<file path="src/hdl/stk_pkg.sv">
`timescale 1ns / 1ps

package stk_pkg;

  localparam int POS_WIDTH  = 16;
  localparam int LINE_WIDTH = 16;
  localparam int MODE_W     = 4;
  localparam int LEN_MAX    = 65535;

  // token kinds
  localparam logic [4:0] K_IDENT   = 5'd0;
  localparam logic [4:0] K_INT     = 5'd1;
  localparam logic [4:0] K_FLOAT   = 5'd2;
  localparam logic [4:0] K_CHAR    = 5'd3;
  localparam logic [4:0] K_AMP     = 5'd4;
  localparam logic [4:0] K_CARET   = 5'd5;
  localparam logic [4:0] K_BAR     = 5'd6;
  localparam logic [4:0] K_PLUS    = 5'd7;
  localparam logic [4:0] K_MINUS   = 5'd8;
  localparam logic [4:0] K_STAR    = 5'd9;
  localparam logic [4:0] K_SLASH   = 5'd10;
  localparam logic [4:0] K_PERCENT = 5'd11;
  localparam logic [4:0] K_EQUAL   = 5'd12;
  localparam logic [4:0] K_ASSIGN  = 5'd13;
  localparam logic [4:0] K_LSHIFT  = 5'd14;
  localparam logic [4:0] K_LE      = 5'd15;
  localparam logic [4:0] K_LT      = 5'd16;
  localparam logic [4:0] K_RSHIFT  = 5'd17;
  localparam logic [4:0] K_GE      = 5'd18;
  localparam logic [4:0] K_GT      = 5'd19;
  localparam logic [4:0] K_NE      = 5'd20;
  localparam logic [4:0] K_TILDE   = 5'd21;
  localparam logic [4:0] K_LPAREN  = 5'd22;
  localparam logic [4:0] K_RPAREN  = 5'd23;
  localparam logic [4:0] K_LBRACK  = 5'd24;
  localparam logic [4:0] K_RBRACK  = 5'd25;
  localparam logic [4:0] K_DOT     = 5'd26;
  localparam logic [4:0] K_COMMA   = 5'd27;
  localparam logic [4:0] K_COLON   = 5'd28;
  localparam logic [4:0] K_SEMI    = 5'd29;
  localparam logic [4:0] K_ERROR   = 5'd30;
  localparam logic [4:0] K_EOF     = 5'd31;

  // scanner modes
  localparam logic [MODE_W-1:0] M_START = 4'd0;
  localparam logic [MODE_W-1:0] M_IDENT = 4'd1;
  localparam logic [MODE_W-1:0] M_INT   = 4'd2;
  localparam logic [MODE_W-1:0] M_FRAC  = 4'd3;
  localparam logic [MODE_W-1:0] M_CHAR1 = 4'd4;
  localparam logic [MODE_W-1:0] M_CHAR2 = 4'd5;
  localparam logic [MODE_W-1:0] M_DONE  = 4'd6;
  localparam logic [MODE_W-1:0] M_SLASH = 4'd7;
  localparam logic [MODE_W-1:0] M_LINE  = 4'd8;
  localparam logic [MODE_W-1:0] M_BLOCK = 4'd9;
  localparam logic [MODE_W-1:0] M_BSTAR = 4'd10;
  localparam logic [MODE_W-1:0] M_EQ    = 4'd11;
  localparam logic [MODE_W-1:0] M_LT    = 4'd12;
  localparam logic [MODE_W-1:0] M_GT    = 4'd13;
  localparam logic [MODE_W-1:0] M_BANG  = 4'd14;

  // input op codes
  localparam logic OP_BYTE = 1'b0;
  localparam logic OP_END  = 1'b1;

  // characters
  localparam logic [7:0] CH_TAB   = 8'h09;
  localparam logic [7:0] CH_LF    = 8'h0a;
  localparam logic [7:0] CH_VT    = 8'h0b;
  localparam logic [7:0] CH_FF    = 8'h0c;
  localparam logic [7:0] CH_CR    = 8'h0d;
  localparam logic [7:0] CH_SPACE = 8'h20;
  localparam logic [7:0] CH_BANG  = 8'h21;
  localparam logic [7:0] CH_PCT   = 8'h25;
  localparam logic [7:0] CH_AMP   = 8'h26;
  localparam logic [7:0] CH_QUOTE = 8'h27;
  localparam logic [7:0] CH_LPAR  = 8'h28;
  localparam logic [7:0] CH_RPAR  = 8'h29;
  localparam logic [7:0] CH_STAR  = 8'h2a;
  localparam logic [7:0] CH_PLUS  = 8'h2b;
  localparam logic [7:0] CH_COMMA = 8'h2c;
  localparam logic [7:0] CH_MINUS = 8'h2d;
  localparam logic [7:0] CH_DOT   = 8'h2e;
  localparam logic [7:0] CH_SLASH = 8'h2f;
  localparam logic [7:0] CH_COLON = 8'h3a;
  localparam logic [7:0] CH_SEMI  = 8'h3b;
  localparam logic [7:0] CH_LT    = 8'h3c;
  localparam logic [7:0] CH_EQ    = 8'h3d;
  localparam logic [7:0] CH_GT    = 8'h3e;
  localparam logic [7:0] CH_LBRK  = 8'h5b;
  localparam logic [7:0] CH_RBRK  = 8'h5d;
  localparam logic [7:0] CH_CARET = 8'h5e;
  localparam logic [7:0] CH_UNDER = 8'h5f;
  localparam logic [7:0] CH_BAR   = 8'h7c;
  localparam logic [7:0] CH_TILDE = 8'h7e;

  typedef struct packed {
    logic       op;
    logic [7:0] byte_in;
  } stk_in_t;

  typedef struct packed {
    logic [4:0]  kind;
    logic [15:0] start_res;
    logic [15:0] length;
    logic [7:0]  char_value;
    logic        bad_quote;
    logic [15:0] line_no;
    logic [15:0] col_no;
    logic        last;
  } stk_out_t;

  function automatic logic is_alpha(input logic [7:0] b);
    return ((b >= 8'h61) && (b <= 8'h7a)) || ((b >= 8'h41) && (b <= 8'h5a));
  endfunction

  function automatic logic is_digit(input logic [7:0] b);
    return (b >= 8'h30) && (b <= 8'h39);
  endfunction

endpackage

</file>
<file path="src/hdl/source_tokenizer_core.sv">
`timescale 1ns / 1ps

// Channel  | Direction | Handshake         | Payload
// ---------+-----------+-------------------+------------------------------
// in_      | input     | in_valid/in_stall | stk_in_t  {op, byte_in}
// out_     | output    | out_valid/out_stall | stk_out_t (one token)
//
// One byte or end marker is taken every cycle while in_stall is low; its
// tokens land in a four-entry result queue at the edge that accepts it, whose
// head drives out_; the queue drains one token a cycle while out_stall is low.
// rst_n is synchronous, active low; it clears the scanner and the queue.
// in_stall rises when fewer than two queue slots are free, since an end
// marker can produce two tokens (flushed token plus end-of-file).
// out_stall holds the head token in place; the queue keeps filling behind it.
module source_tokenizer_core (
  input  logic              clk,
  input  logic              rst_n,
  input  logic              in_valid,
  output logic              in_stall,
  input  stk_pkg::stk_in_t  in_data,
  output logic              out_valid,
  input  logic              out_stall,
  output stk_pkg::stk_out_t out_data
);
  import stk_pkg::*;

  localparam int Q_DEPTH = 4;
  localparam int Q_PTR_W = $clog2(Q_DEPTH);
  localparam int Q_CNT_W = $clog2(Q_DEPTH + 1);
  localparam logic [POS_WIDTH-1:0]  POS_MAX  = '1;
  localparam logic [LINE_WIDTH-1:0] LINE_MAX = '1;

  // scanner state
  logic [MODE_W-1:0]     mode_r, mode_nxt;
  logic [4:0]            pkind_r, pkind_nxt;
  logic [POS_WIDTH-1:0]  tbegin_r, tbegin_nxt;
  logic [POS_WIDTH-1:0]  bpos_r, bpos_nxt;
  logic [LINE_WIDTH-1:0] line_r, line_nxt;
  logic [LINE_WIDTH-1:0] col_r, col_nxt;
  logic [7:0]            hchar_r, hchar_nxt;
  logic                  first_r, first_nxt;
  logic                  hbad_r, hbad_nxt;

  // result queue
  stk_out_t              q_r [Q_DEPTH];
  logic [Q_PTR_W-1:0]    wr_ptr_r, wr_ptr_nxt;
  logic [Q_PTR_W-1:0]    rd_ptr_r, rd_ptr_nxt;
  logic [Q_CNT_W-1:0]    cnt_r, cnt_nxt;

  logic                  in_xfer, out_xfer;
  logic [1:0]            n_res;
  stk_out_t              res0, res1;

  // pending token of the current mode
  logic                  pend_vld;
  logic [4:0]            pend_kind;
  logic [7:0]            pend_cv;
  logic                  pend_bad;

  logic [7:0]            b;
  logic                  consumed;
  logic [POS_WIDTH-1:0]  len_raw;
  logic [15:0]           len_sat;

  assign in_xfer  = in_valid && !in_stall;
  assign out_xfer = out_valid && !out_stall;
  assign in_stall = cnt_r > Q_CNT_W'(Q_DEPTH - 2);
  assign out_valid = cnt_r != '0;
  assign out_data  = q_r[rd_ptr_r];
  assign b = in_data.byte_in;

  always_comb begin
    pend_vld  = 1'b1;
    pend_kind = K_IDENT;
    pend_cv   = 8'd0;
    pend_bad  = 1'b0;
    unique case (mode_r)
      M_IDENT: pend_kind = K_IDENT;
      M_INT:   pend_kind = K_INT;
      M_FRAC:  pend_kind = K_FLOAT;
      M_CHAR1: begin
        pend_kind = K_CHAR;
        pend_bad  = 1'b1;
      end
      M_CHAR2: begin
        pend_kind = K_CHAR;
        pend_cv   = hchar_r;
        pend_bad  = 1'b1;
      end
      M_DONE: begin
        pend_kind = pkind_r;
        pend_cv   = hchar_r;
        pend_bad  = hbad_r;
      end
      M_SLASH: pend_kind = K_SLASH;
      M_EQ:    pend_kind = K_ASSIGN;
      M_LT:    pend_kind = K_LT;
      M_GT:    pend_kind = K_GT;
      M_BANG: begin
        pend_kind = K_ERROR;
        pend_cv   = CH_BANG;
      end
      default: pend_vld = 1'b0;
    endcase
  end

  // Token length: the current position (end marker) or the lookahead's
  // offset, minus the token start; never negative since both only grow.
  always_comb begin
    len_raw = (in_data.op == OP_END) ? (bpos_r - tbegin_r) : (bpos_r - tbegin_r);
    len_sat = (32'(len_raw) > 32'(LEN_MAX)) ? 16'(LEN_MAX) : 16'(len_raw);
  end

  always_comb begin
    mode_nxt   = mode_r;
    pkind_nxt  = pkind_r;
    tbegin_nxt = tbegin_r;
    bpos_nxt   = bpos_r;
    line_nxt   = line_r;
    col_nxt    = col_r;
    hchar_nxt  = hchar_r;
    first_nxt  = first_r;
    hbad_nxt   = hbad_r;
    consumed   = 1'b1;
    n_res      = 2'd0;

    res0.kind       = pend_kind;
    res0.start_res  = 16'(tbegin_r);
    res0.length     = len_sat;
    res0.char_value = pend_cv;
    res0.bad_quote  = pend_bad;
    res0.line_no    = 16'(line_r);
    res0.col_no     = 16'(col_r);
    res0.last       = 1'b0;

    res1.kind       = K_EOF;
    res1.start_res  = 16'(bpos_r);
    res1.length     = 16'd0;
    res1.char_value = 8'd0;
    res1.bad_quote  = 1'b0;
    res1.line_no    = 16'(line_r);
    res1.col_no     = 16'(col_r);
    res1.last       = 1'b1;

    if (in_data.op == OP_END) begin
      // flush, then end-of-file; the scanner returns to its reset state
      if (pend_vld) begin
        n_res = 2'd2;
      end else begin
        n_res = 2'd1;
        res0  = res1;
      end
      mode_nxt   = M_START;
      pkind_nxt  = K_IDENT;
      tbegin_nxt = '0;
      bpos_nxt   = '0;
      line_nxt   = LINE_WIDTH'(1);
      col_nxt    = LINE_WIDTH'(1);
      hchar_nxt  = 8'd0;
      first_nxt  = 1'b1;
      hbad_nxt   = 1'b0;
    end else begin
      // cursor moves to this byte (CR leaves it in place); the first byte of a run stays at 1:1
      if (!first_r && b != CH_CR) begin
        if (b == CH_LF) begin
          col_nxt = LINE_WIDTH'(1);
          if (line_r < LINE_MAX) line_nxt = line_r + LINE_WIDTH'(1);
        end else if (col_r < LINE_MAX) begin
          col_nxt = col_r + LINE_WIDTH'(1);
        end
      end
      first_nxt = 1'b0;
      if (bpos_r < POS_MAX) bpos_nxt = bpos_r + POS_WIDTH'(1);

      unique case (mode_r)
        M_IDENT: if (!(is_alpha(b) || is_digit(b) || b == CH_UNDER)) consumed = 1'b0;
        M_INT: begin
          if (b == CH_DOT) mode_nxt = M_FRAC;
          else if (!is_digit(b)) consumed = 1'b0;
        end
        M_FRAC:  if (!is_digit(b)) consumed = 1'b0;
        M_CHAR1: begin
          hchar_nxt = b;
          mode_nxt  = M_CHAR2;
        end
        M_CHAR2: begin
          hbad_nxt  = (b != CH_QUOTE);
          pkind_nxt = K_CHAR;
          mode_nxt  = M_DONE;
        end
        M_SLASH: begin
          if (b == CH_SLASH) mode_nxt = M_LINE;
          else if (b == CH_STAR) mode_nxt = M_BLOCK;
          else consumed = 1'b0;
        end
        M_LINE:  if (b == CH_LF) mode_nxt = M_START;
        M_BLOCK: if (b == CH_STAR) mode_nxt = M_BSTAR;
        M_BSTAR: begin
          if (b == CH_SLASH) mode_nxt = M_START;
          else if (b != CH_STAR) mode_nxt = M_BLOCK;
        end
        M_EQ: begin
          if (b == CH_EQ) begin
            pkind_nxt = K_EQUAL;
            mode_nxt  = M_DONE;
          end else begin
            consumed = 1'b0;
          end
        end
        M_LT: begin
          if (b == CH_LT) begin
            pkind_nxt = K_LSHIFT;
            mode_nxt  = M_DONE;
          end else if (b == CH_EQ) begin
            pkind_nxt = K_LE;
            mode_nxt  = M_DONE;
          end else begin
            consumed = 1'b0;
          end
        end
        M_GT: begin
          if (b == CH_GT) begin
            pkind_nxt = K_RSHIFT;
            mode_nxt  = M_DONE;
          end else if (b == CH_EQ) begin
            pkind_nxt = K_GE;
            mode_nxt  = M_DONE;
          end else begin
            consumed = 1'b0;
          end
        end
        M_BANG: begin
          if (b == CH_EQ) begin
            pkind_nxt = K_NE;
            mode_nxt  = M_DONE;
          end else begin
            consumed = 1'b0;
          end
        end
        default: consumed = 1'b0;
      endcase

      if (!consumed) begin
        // this byte is the lookahead: emit what was pending, then start anew
        res0.line_no = 16'(line_nxt);
        res0.col_no  = 16'(col_nxt);
        n_res        = pend_vld ? 2'd1 : 2'd0;
        tbegin_nxt   = bpos_r;
        hchar_nxt    = 8'd0;
        hbad_nxt     = 1'b0;
        mode_nxt     = M_START;
        if (b == CH_CR || b == CH_LF || b == CH_TAB || b == CH_FF ||
            b == CH_VT || b == CH_SPACE) begin
          mode_nxt = M_START;
        end else if (is_alpha(b)) begin
          mode_nxt = M_IDENT;
        end else if (is_digit(b)) begin
          mode_nxt = M_INT;
        end else begin
          mode_nxt = M_DONE;
          case (b)
            CH_QUOTE: mode_nxt  = M_CHAR1;
            CH_SLASH: mode_nxt  = M_SLASH;
            CH_EQ:    mode_nxt  = M_EQ;
            CH_LT:    mode_nxt  = M_LT;
            CH_GT:    mode_nxt  = M_GT;
            CH_BANG:  mode_nxt  = M_BANG;
            CH_AMP:   pkind_nxt = K_AMP;
            CH_CARET: pkind_nxt = K_CARET;
            CH_BAR:   pkind_nxt = K_BAR;
            CH_PLUS:  pkind_nxt = K_PLUS;
            CH_MINUS: pkind_nxt = K_MINUS;
            CH_STAR:  pkind_nxt = K_STAR;
            CH_PCT:   pkind_nxt = K_PERCENT;
            CH_TILDE: pkind_nxt = K_TILDE;
            CH_LPAR:  pkind_nxt = K_LPAREN;
            CH_RPAR:  pkind_nxt = K_RPAREN;
            CH_LBRK:  pkind_nxt = K_LBRACK;
            CH_RBRK:  pkind_nxt = K_RBRACK;
            CH_DOT:   pkind_nxt = K_DOT;
            CH_COMMA: pkind_nxt = K_COMMA;
            CH_COLON: pkind_nxt = K_COLON;
            CH_SEMI:  pkind_nxt = K_SEMI;
            default: begin
              // unknown byte: error token carrying the byte
              hchar_nxt = b;
              pkind_nxt = K_ERROR;
            end
          endcase
        end
      end
    end
  end

  // queue pointers and fill count
  always_comb begin
    wr_ptr_nxt = wr_ptr_r;
    rd_ptr_nxt = rd_ptr_r;
    cnt_nxt    = cnt_r;
    if (in_xfer) begin
      wr_ptr_nxt = wr_ptr_r + Q_PTR_W'(n_res);
      cnt_nxt    = cnt_nxt + Q_CNT_W'(n_res);
    end
    if (out_xfer) begin
      rd_ptr_nxt = rd_ptr_r + Q_PTR_W'(1);
      cnt_nxt    = cnt_nxt - Q_CNT_W'(1);
    end
  end

  always_ff @(posedge clk) begin
    if (!rst_n) begin
      mode_r   <= M_START;
      pkind_r  <= K_IDENT;
      tbegin_r <= '0;
      bpos_r   <= '0;
      line_r   <= LINE_WIDTH'(1);
      col_r    <= LINE_WIDTH'(1);
      hchar_r  <= 8'd0;
      first_r  <= 1'b1;
      hbad_r   <= 1'b0;
      wr_ptr_r <= '0;
      rd_ptr_r <= '0;
      cnt_r    <= '0;
    end else begin
      if (in_xfer) begin
        mode_r   <= mode_nxt;
        pkind_r  <= pkind_nxt;
        tbegin_r <= tbegin_nxt;
        bpos_r   <= bpos_nxt;
        line_r   <= line_nxt;
        col_r    <= col_nxt;
        hchar_r  <= hchar_nxt;
        first_r  <= first_nxt;
        hbad_r   <= hbad_nxt;
      end
      wr_ptr_r <= wr_ptr_nxt;
      rd_ptr_r <= rd_ptr_nxt;
      cnt_r    <= cnt_nxt;
    end
  end

  // queue storage, no reset needed
  always_ff @(posedge clk) begin
    if (in_xfer) begin
      if (n_res != 2'd0) q_r[wr_ptr_r] <= res0;
      if (n_res == 2'd2) q_r[wr_ptr_r + Q_PTR_W'(1)] <= res1;
    end
  end

  // fill count stays within the queue
  a_cnt_range: assert property (@(posedge clk) disable iff (!rst_n)
    cnt_r <= Q_CNT_W'(Q_DEPTH))
    else $error("result queue overflow");

  // the token start never runs ahead of the byte count
  a_begin_le_pos: assert property (@(posedge clk) disable iff (!rst_n)
    tbegin_r <= bpos_r)
    else $error("token start beyond byte count");

  // an end marker leaves the scanner in its reset state
  a_end_resets: assert property (@(posedge clk) disable iff (!rst_n)
    in_xfer && in_data.op == OP_END |=>
      mode_r == M_START && bpos_r == '0 && first_r && line_r == LINE_WIDTH'(1))
    else $error("scanner not reset after end marker");

  // an end marker always queues a token
  a_end_queues: assert property (@(posedge clk) disable iff (!rst_n)
    in_xfer && in_data.op == OP_END |=> out_valid)
    else $error("end marker produced no token");

  // queue pointers and count agree
  a_ptr_cnt: assert property (@(posedge clk) disable iff (!rst_n)
    Q_PTR_W'(rd_ptr_r + Q_PTR_W'(cnt_r)) == wr_ptr_r)
    else $error("queue pointers out of step with count");

endmodule

</file>
<file path="config.mk">
export PLATFORM = sky130hd
export DESIGN_NAME = source_tokenizer_core
export DESIGN_NICKNAME = d
export VERILOG_FILES = /design/src/hdl/stk_pkg.sv /design/src/hdl/source_tokenizer_core.sv
export SDC_FILE = /design/constraint.sdc
export NUM_CORES = 1
export LEC_CHECK = 0
export BUFFER_PORTS_ARGS = -buffer_cell sky130_fd_sc_hd__buf_2
export CAP_MARGIN = 30
export CELL_PAD_IN_SITES_DETAIL_PLACEMENT = 0
export CELL_PAD_IN_SITES_GLOBAL_PLACEMENT = 1
export CORE_AREA = 5 5 218 220
export CTS_CLUSTER_DIAMETER = 100
export DETAILED_ROUTE_END_ITERATION = 12
export DIE_AREA = 0 0 223 225
export GPL_TIMING_DRIVEN = 0
export PLACE_DENSITY = 0.82
export SYNTH_ARGS = -nofsm -noshare
export SYNTH_HDL_FRONTEND = slang
export SYNTH_SLANG_ARGS = --single-unit
export TNS_END_PERCENT = 20
</file>
<file path="constraint.sdc">
create_clock -name clk -period 4.85 [get_ports clk]
set_clock_uncertainty 0.05 [all_clocks]
set_input_delay 0.97 -clock clk [delete_from_list [all_inputs] [get_ports clk]]
set_output_delay 0.97 -clock clk [all_outputs]
set_load 0.05 [all_outputs]
</file>
==> results of run 1 <==
==> state kept, by name (all words and copies together) (netlist names), named ones only <==
register	flops
q_r	316
cnt_r	3
first_r	1
pkind_r	5
hchar_r	8
line_r	16
mode_r	4
col_r	16
wr_ptr_r	2
rd_ptr_r	2
tbegin_r	16
hbad_r	1
bpos_r	16
==> stage by stage <==
stage / TNS, ns / worst slack (ns) / instance area [µm²] / util / std cells
6_report: 0 / 0.2417 / 25380 / 0.5629 / 2946
3_3_place_gp: -190.78 / -1.022 / 23570 / 0.5228 / 2842
5_1_grt: 0 / 0.05231 / 25380 / 0.5629 / 2946
2_1_floorplan: 0 / 0.3665 / 22370 / - / 2152
4_1_cts: 0 / 0.1001 / 25330 / 0.5618 / 2942
3_5_place_dp: -2.429 / -0.6560 / 23810 / 0.5281 / 2862
==> metal layers <==
layer | global-route usage | wire length (µm) | up-vias
met5 | 0 | 0 | -
met3 | 0.05380 | 6921 | 196
met1 | 0.4208 | 32830 | 9636
li1 | - | - | 8595
met2 | 0.4745 | 35560 | 1121
met4 | 0.1172 | 2979 | 0
==> worst register-to-register path: stages (launching register included) <==
cell and delay (ns):
dfxtp_1 0.31, clkbuf_1 0.30, clkinv_1 0.44, nor2_1 0.33, a41oi_1 0.30, and2_0 0.37, clkbuf_2 0.34, nand3_1 0.23
o21ai_1 0.11, ha_1 0.24, inv_1 0.07, fa_1 0.41, nor2_1 0.12, a21oi_1 0.07, ha_1 0.23, nand2_1 0.07
xnor2_1 0.12, nor2_1 0.06
==> what timing repair did <==
item	CTS	global route
gates cloned	0	0
pin swaps	0	1
endpoints found under the hold margin	0	0
resized for setup	2	6
setup buffers	0	1
setup endpoints to repair	2	2
==> cell type report <==
cell class | count | area, µm² | area share
clock inverters | 24 | 274.0 | 0.01080
flip-flops and latches | 408 | 10090 | 0.3975
multi-input cells | 1460 | 11070 | 0.4361
clock buffers | 56 | 1240 | 0.04885
plain buffers | 225 | 1003 | 0.03953
well taps | 600 | 750.7 | 0.02958
inverters | 58 | 217.7 | 0.008577
repair buffers | 115 | 738.2 | 0.02908
==> layout by cell type (no fill, tap or decap), types with 11 or more instances in the layout <==
cell type | synthesis | final
inv_1 | 56 | 52
nor2b_1 | 14 | 14
nand4_1 | 68 | 68
a32o_1 | 28 | 28
or3_1 | 18 | 18
and4_1 | 13 | 13
nor4_1 | 13 | 13
buf_4 | 6 | 11
buf_1 | 20 | 21
clkbuf_16 | 0 | 47
o22ai_1 | 21 | 21
o21a_1 | 12 | 12
nor2_1 | 148 | 148
nor3_1 | 29 | 29
a22oi_1 | 28 | 28
ha_1 | 21 | 21
a21oi_1 | 81 | 81
buf_2 | 16 | 111
and3_1 | 23 | 23
and2_1 | 16 | 16
dfxtp_1 | 216 | 216
nand2b_1 | 20 | 20
xor2_1 | 18 | 18
o32ai_1 | 12 | 12
a31oi_1 | 19 | 19
a41oi_1 | 54 | 54
xnor2_1 | 13 | 13
mux4_2 | 79 | 79
o21ai_0 | 74 | 73
nand2_1 | 193 | 193
mux2i_1 | 163 | 163
buf_6 | 15 | 16
clkbuf_1 | 169 | 171
edfxtp_1 | 192 | 192
a22o_1 | 100 | 100
a211oi_1 | 15 | 15
nand3_1 | 42 | 42
==> power by group <==
group / internal (W) / switching [W]
clock: 0.00204 / 0.00149
sequential: 0.00401 / 0.000154
combinational: 0.00123 / 0.00303
==> how the worst min path moves through the flow <==
stage / to / depth (start not counted) / slack (ns) / startpoint
finish: q_r[3][0] / 2 / 0.40 / q_r[3][0]
CTS: q_r[3][0] / 2 / 0.39 / q_r[3][0]
global placement: q_r[2][0] / 2 / 0.38 / q_r[2][0]
floorplan: q_r[1][0] / 2 / 0.37 / q_r[1][0]
global route: q_r[3][0] / 2 / 0.42 / q_r[3][0]
detailed placement: q_r[3][0] / 2 / 0.38 / q_r[3][0]
==> logic make-up after synthesis <==
group / after synthesis / synth area share
AOI/OAI and AO/OA: 531 / 0.1762
xor gates and xnor gates: 31 / 0.01214
adders and majority gates: 23 / 0.01353
buffers and inverters: 284 / 0.05458
DFF: 408 / 0.4510
muxes: 244 / 0.1535
and+or+nand+nor: 631 / 0.1391
==> impl_metrics.yaml, run 1 <==
status:
  status: "finished, final reports clean"
logic_synthesis:
  synth_top_area_share: 0.2577
  synth_seq_cells: 408
  synth_area_leader_cell: "edfxtp_1"
  postSynthCellCount: 2152
  ys_seq_area_frac: 0.4510
  yosysMostFrequentCell: "dfxtp_1"
  synthesis.area_um2: 22370
  ys_types: 81
  synth_common_cells: "dfxtp_1, nand2_1, edfxtp_1, clkbuf_1, mux2i_1"
  synth-async-reset-ratio: 0
  synth-edff-count: 192
  synthFlopType: "dfxtp_1"
  synth.avg_cell_area_um2: 10.40
  yosys_warnings: 0
  synth.net_count: 2188
  synth_area_leaders: "edfxtp_1, dfxtp_1, mux4_2"
global_routing:
  grtUsageTotal: 0.3023
  grt_max_degree: 33
  first_global_vias: 19066
  grt_pass1_wl_um: 117900
  antenna_found_initial: 0
  globalRoute.totalOverflow: 0
clock_network:
  hold_buffers: 0
  clk_path_buf_depth: 3
  cts_buffers: 44
  cts_tree: "done"
  clock_latency_ns: 0.60
  cts.clk_slew.worst_paths_ns: 0.06
  cts-root-buf: "clkbuf_16"
  htreeDepth: 2
  cts_sinks: 408
timing:
  max_freq_mhz: 217.0
  final_hold_viol_count: 0
  slew_violations: 0
  tightest_slew_ns: 1.075
  min_period_ns: 4.608
  finalSetupViolations: 0
  fin_crit_sh: 0.9502
  relSlewSlack: 0.2807
  rsz0062_at_grt: "false"
  hold_ws_ns: 0.3969
setup_path:
  r2r-start: "mode_r[3]"
  crit_top_cell: "buf_2"
  cp_slowest_cell: "or4b_1"
  crit_fanout: 10
  reg2reg_setup_slack_ns: 0.55
  start_kind: "input pin"
  cp-end-kind: "register"
  cp_cell_sequence: "buf_2, buf_6, or4b_1, buf_2, or3_1, a311oi_2, o31ai_2, buf_2, buf_2, nand3_1, o21ai_1, ha_1, inv_1, fa_1, nor2_1, a21oi_1, ha_1, nand2_1, xnor2_1, nor2_1"
  worst-path-stages: 20
  worst_ep_arrival_time_ns: 4.99
  reg2reg_depth: 17
  cpPeakStageDelay_ns: 0.50
  endpoint: "cnt_r[2]"
  cp.buffers_inverters: 6
  crit_required_ns: 5.24
  crit_family: "simple AND/OR/NAND/NOR gates"
  path_class: "in2reg"
  r2r-end: "cnt_r[2]"
  startpoint: "in_data[4]"
placement:
  place.gp.congestion: 0.9709
  hpwl_um: 56750
  numPortBuffers: 90
layout:
  n_fill_cell: 3981
  syn_to_final_growth_pct: 13.45
  drive_gt1_frac: 0.1402
  nets: 2348
  insertedDiodeCount: 0
power:
  power.leakage_nw: 8.986
  powerDensity_nw_per_um2: 471.0
  ir_drop_v: 0.0003861
  total_power_w: 0.01195
floorplanning:
  boundaryPins: 94
  core_area_um2: 45090
  die_area_um2: 50180
  fp.dieW_um: 223
  rows: 78
  start_util: 0.4962
  fp.dieH_um: 225
detailed_routing:
  ant_nets: 0
  vias: 19548
  wl_per_cell_um: 26.57
  routed_wirelength_um: 78290
  drc: 0
  drt-initial-drc-count: 2335
  dr.pass1.iters: 6
  viasPerCell: 6.635
worst_hold_path:
  hp-class: "reg2reg"
flow_run:
  maxCapViolations: 0
Note: power is estimated with default switching activity, not from simulation.
==> inputs of run 2 (changes only) <==
--- a/config.mk
+++ b/config.mk
@@ -5,14 +5,16 @@
 export SDC_FILE = /design/constraint.sdc
 export NUM_CORES = 1
 export LEC_CHECK = 0
+export ABC_AREA = 1
 export BUFFER_PORTS_ARGS = -buffer_cell sky130_fd_sc_hd__buf_2
 export CAP_MARGIN = 30
 export CELL_PAD_IN_SITES_DETAIL_PLACEMENT = 0
 export CELL_PAD_IN_SITES_GLOBAL_PLACEMENT = 1
-export CORE_AREA = 5 5 218 220
+export CORE_AREA = 5 5 226 228
 export CTS_CLUSTER_DIAMETER = 100
+export CTS_CLUSTER_SIZE = 20
 export DETAILED_ROUTE_END_ITERATION = 12
-export DIE_AREA = 0 0 223 225
+export DIE_AREA = 0 0 231 233
 export GPL_TIMING_DRIVEN = 0
 export PLACE_DENSITY = 0.82
 export SYNTH_ARGS = -nofsm -noshare
==> impl_metrics.yaml, run 2 <==
status:
  status: "finished, final reports clean"
timing:
  hold_ws_ns: 0.4130
  setup_ws_ns: 0.2854
  slew_violations: 0
  fin_crit_sh: 0.9412
  relSlewSlack: 0.2443
  tightest_slew_ns: 1.122
  min_period_ns: 4.565
  finalSetupViolations: 0
  rsz0062_at_grt: "false"
  max_freq_mhz: 219.1
  final_hold_viol_count: 0
floorplanning:
  fp.dieW_um: 231
  die_area_um2: 53820
  start_util: 0.4548
  rows: 81
  fp.dieH_um: 233
  core_area_um2: 48650
  boundaryPins: 94
global_routing:
  antenna_found_initial: 0
  grt_pass1_wl_um: 126900
  use_met2: 0.4867
  use_met1: 0.4343
  grt_max_degree: 49
  first_global_vias: 20727
  top_usage_layer: "met2"
  globalRoute.totalOverflow: 0
  grtUsageTotal: 0.3041
  grt.met3_usage: 0.03392
power:
  ir_drop_v: 0.0004259
  powerDensity_nw_per_um2: 560.6
  total_power_w: 0.01351
  power.leakage_nw: 9.592
setup_path:
  cpPeakStageDelay_ns: 0.66
  worst_ep_arrival_time_ns: 3.54
  cp.buffers_inverters: 4
  start_kind: "register"
  crit_fanout: 10
  r2r-start: "mode_r[3]"
  reg2reg_setup_slack_ns: 0.89
  r2r-end: "cnt_r[1]"
  cp_slowest_cell: "dfxtp_1"
  path_class: "reg2out"
  crit_family: "buffers and inverters"
  crit_top_cell: "clkbuf_1"
  reg2reg_depth: 21
  cp_cell_sequence: "clkbuf_1, clkbuf_1, clkbuf_1, nor2_1, o22ai_1, buf_2"
  crit_required_ns: 3.83
  cp-end-kind: "output pin"
flow_run:
  maxCapViolations: 0
clock_network:
  clock_latency_ns: 0.59
  cts_setup_buffers: 0
  hold_buffers: 0
  htreeDepth: 1
  clk_path_buf_depth: 3
  cts_buffers: 24
  cts_sinks: 408
  cts_tree: "done"
  cts.clk_slew.worst_paths_ns: 0.09
  cts-root-buf: "clkbuf_16"
  cts_resized: 0
layout:
  largest_register: "q_r"
  nets: 3234
  most-common-layout-cells: "nand2_1, nor2_1, o21ai_0, nand3_1, dfxtp_1"
  insertedDiodeCount: 0
  multiInputGateArea_um2: 10470
  layout_commonest_cell: "nand2_1"
  syn_to_final_growth_pct: 8.896
  fin_area_um2: 24090
  utilization: 0.4953
  drive_gt1_frac: 0.06938
  n_fill_cell: 4833
  regArea_um2: 10090
  largest_reg_flops: 316
logic_synthesis:
  synth_area_leader_cell: "edfxtp_1"
  synth_top_area_share: 0.2606
  yosysMostFrequentCell: "nand2_1"
  synth-edff-count: 192
  ys_types: 47
  yosys_warnings: 0
  postSynthCellCount: 3081
  synth-async-reset-ratio: 0
  synth.avg_cell_area_um2: 7.181
  synth_common_cells: "nand2_1, nor2_1, o21ai_0, nand3_1, dfxtp_1"
  synthFlopType: "dfxtp_1"
  synth_seq_cells: 408
  synthesis.area_um2: 22120
  synth.net_count: 3117
  synth_area_leaders: "edfxtp_1, dfxtp_1, nand2_1"
  ys_seq_area_frac: 0.4560
placement:
  dp_slack_ns: 0.3043
  place.gp.congestion: 0.9707
  placed_cell_area_um2: 23390
  hpwl_um: 61820
  numPortBuffers: 90
detailed_routing:
  vias: 22419
  viasPerCell: 5.844
  routed_wirelength_um: 84700
  ant_nets: 0
  dr.pass1.iters: 6
  drc: 0
  drt-initial-drc-count: 2832
  wl_per_cell_um: 22.08
worst_hold_path:
  hold_depth: 2
  hold_path_end: "q_r[2][77]"
  min_from: "q_r[2][77]"
  hp-class: "reg2reg"
run 2: power by group:
part,switching [W],leakage [nW],total (W),internal (W)
registers,0.000269,3.54,0.00467,0.00440
logic,0.00529,5.71,0.00665,0.00136
clock network,0.00124,0.338,0.00219,0.000956
total,0.00680,9.59,0.0135,0.00671
run 2: cell families after synthesis:
| kind of cell | after synthesis | synth area share |
|---|---|---|
| and+or+nand+nor | 1582 | 0.2963 |
| AOI/OAI and AO/OA | 659 | 0.1565 |
| DFF | 408 | 0.4560 |
| buffers and inverters | 395 | 0.07193 |
| adders and majority gates | 23 | 0.01369 |
| xor gates and xnor gates | 14 | 0.005542 |
run 2: per-layer routing:
layer  vias up  share of wire
met2      1152           0.44
met1     10593           0.43
met5         -              0
met3       143          0.092
li1      10531              -
met4         0          0.036
run 2: worst max path at each step:
stage	start	end	slack, ns	cells after the start
global placement	in_data[3]	q_r[1][59]	-1.03	11
floorplan	in_data[3]	q_r[2][10]	0.88	14
detailed placement	in_data[4]	cnt_r[1]	0.30	22
finish	register	out_data[75]	0.29	6
global route	register	out_data[75]	0.19	6
CTS	register	out_data[75]	0.38	6
run 2: stage by stage:
step           std cells  setup TNS [ns]
6_report            3836               0
3_5_place_dp        3794               0
5_1_grt             3836               0
3_3_place_gp        3793         -168.46
4_1_cts             3836               0
2_1_floorplan       3081               0
run 2: tightest hold or removal path, cell delays in order (launching register included):
cell and delay [ns]:
dfxtp_1 0.33, nand2_1 0.05, nand3_1 0.05
run 2: area by class of cell:
type | count | share of cell area
plain buffers | 218 | 0.03848
repair buffers | 91 | 0.01916
inverters | 177 | 0.02758
flip-flops and latches | 408 | 0.4188
well taps | 622 | 0.03230
clock buffers | 39 | 0.02768
multi-input cells | 2278 | 0.4347
clock inverters | 3 | 0.001298
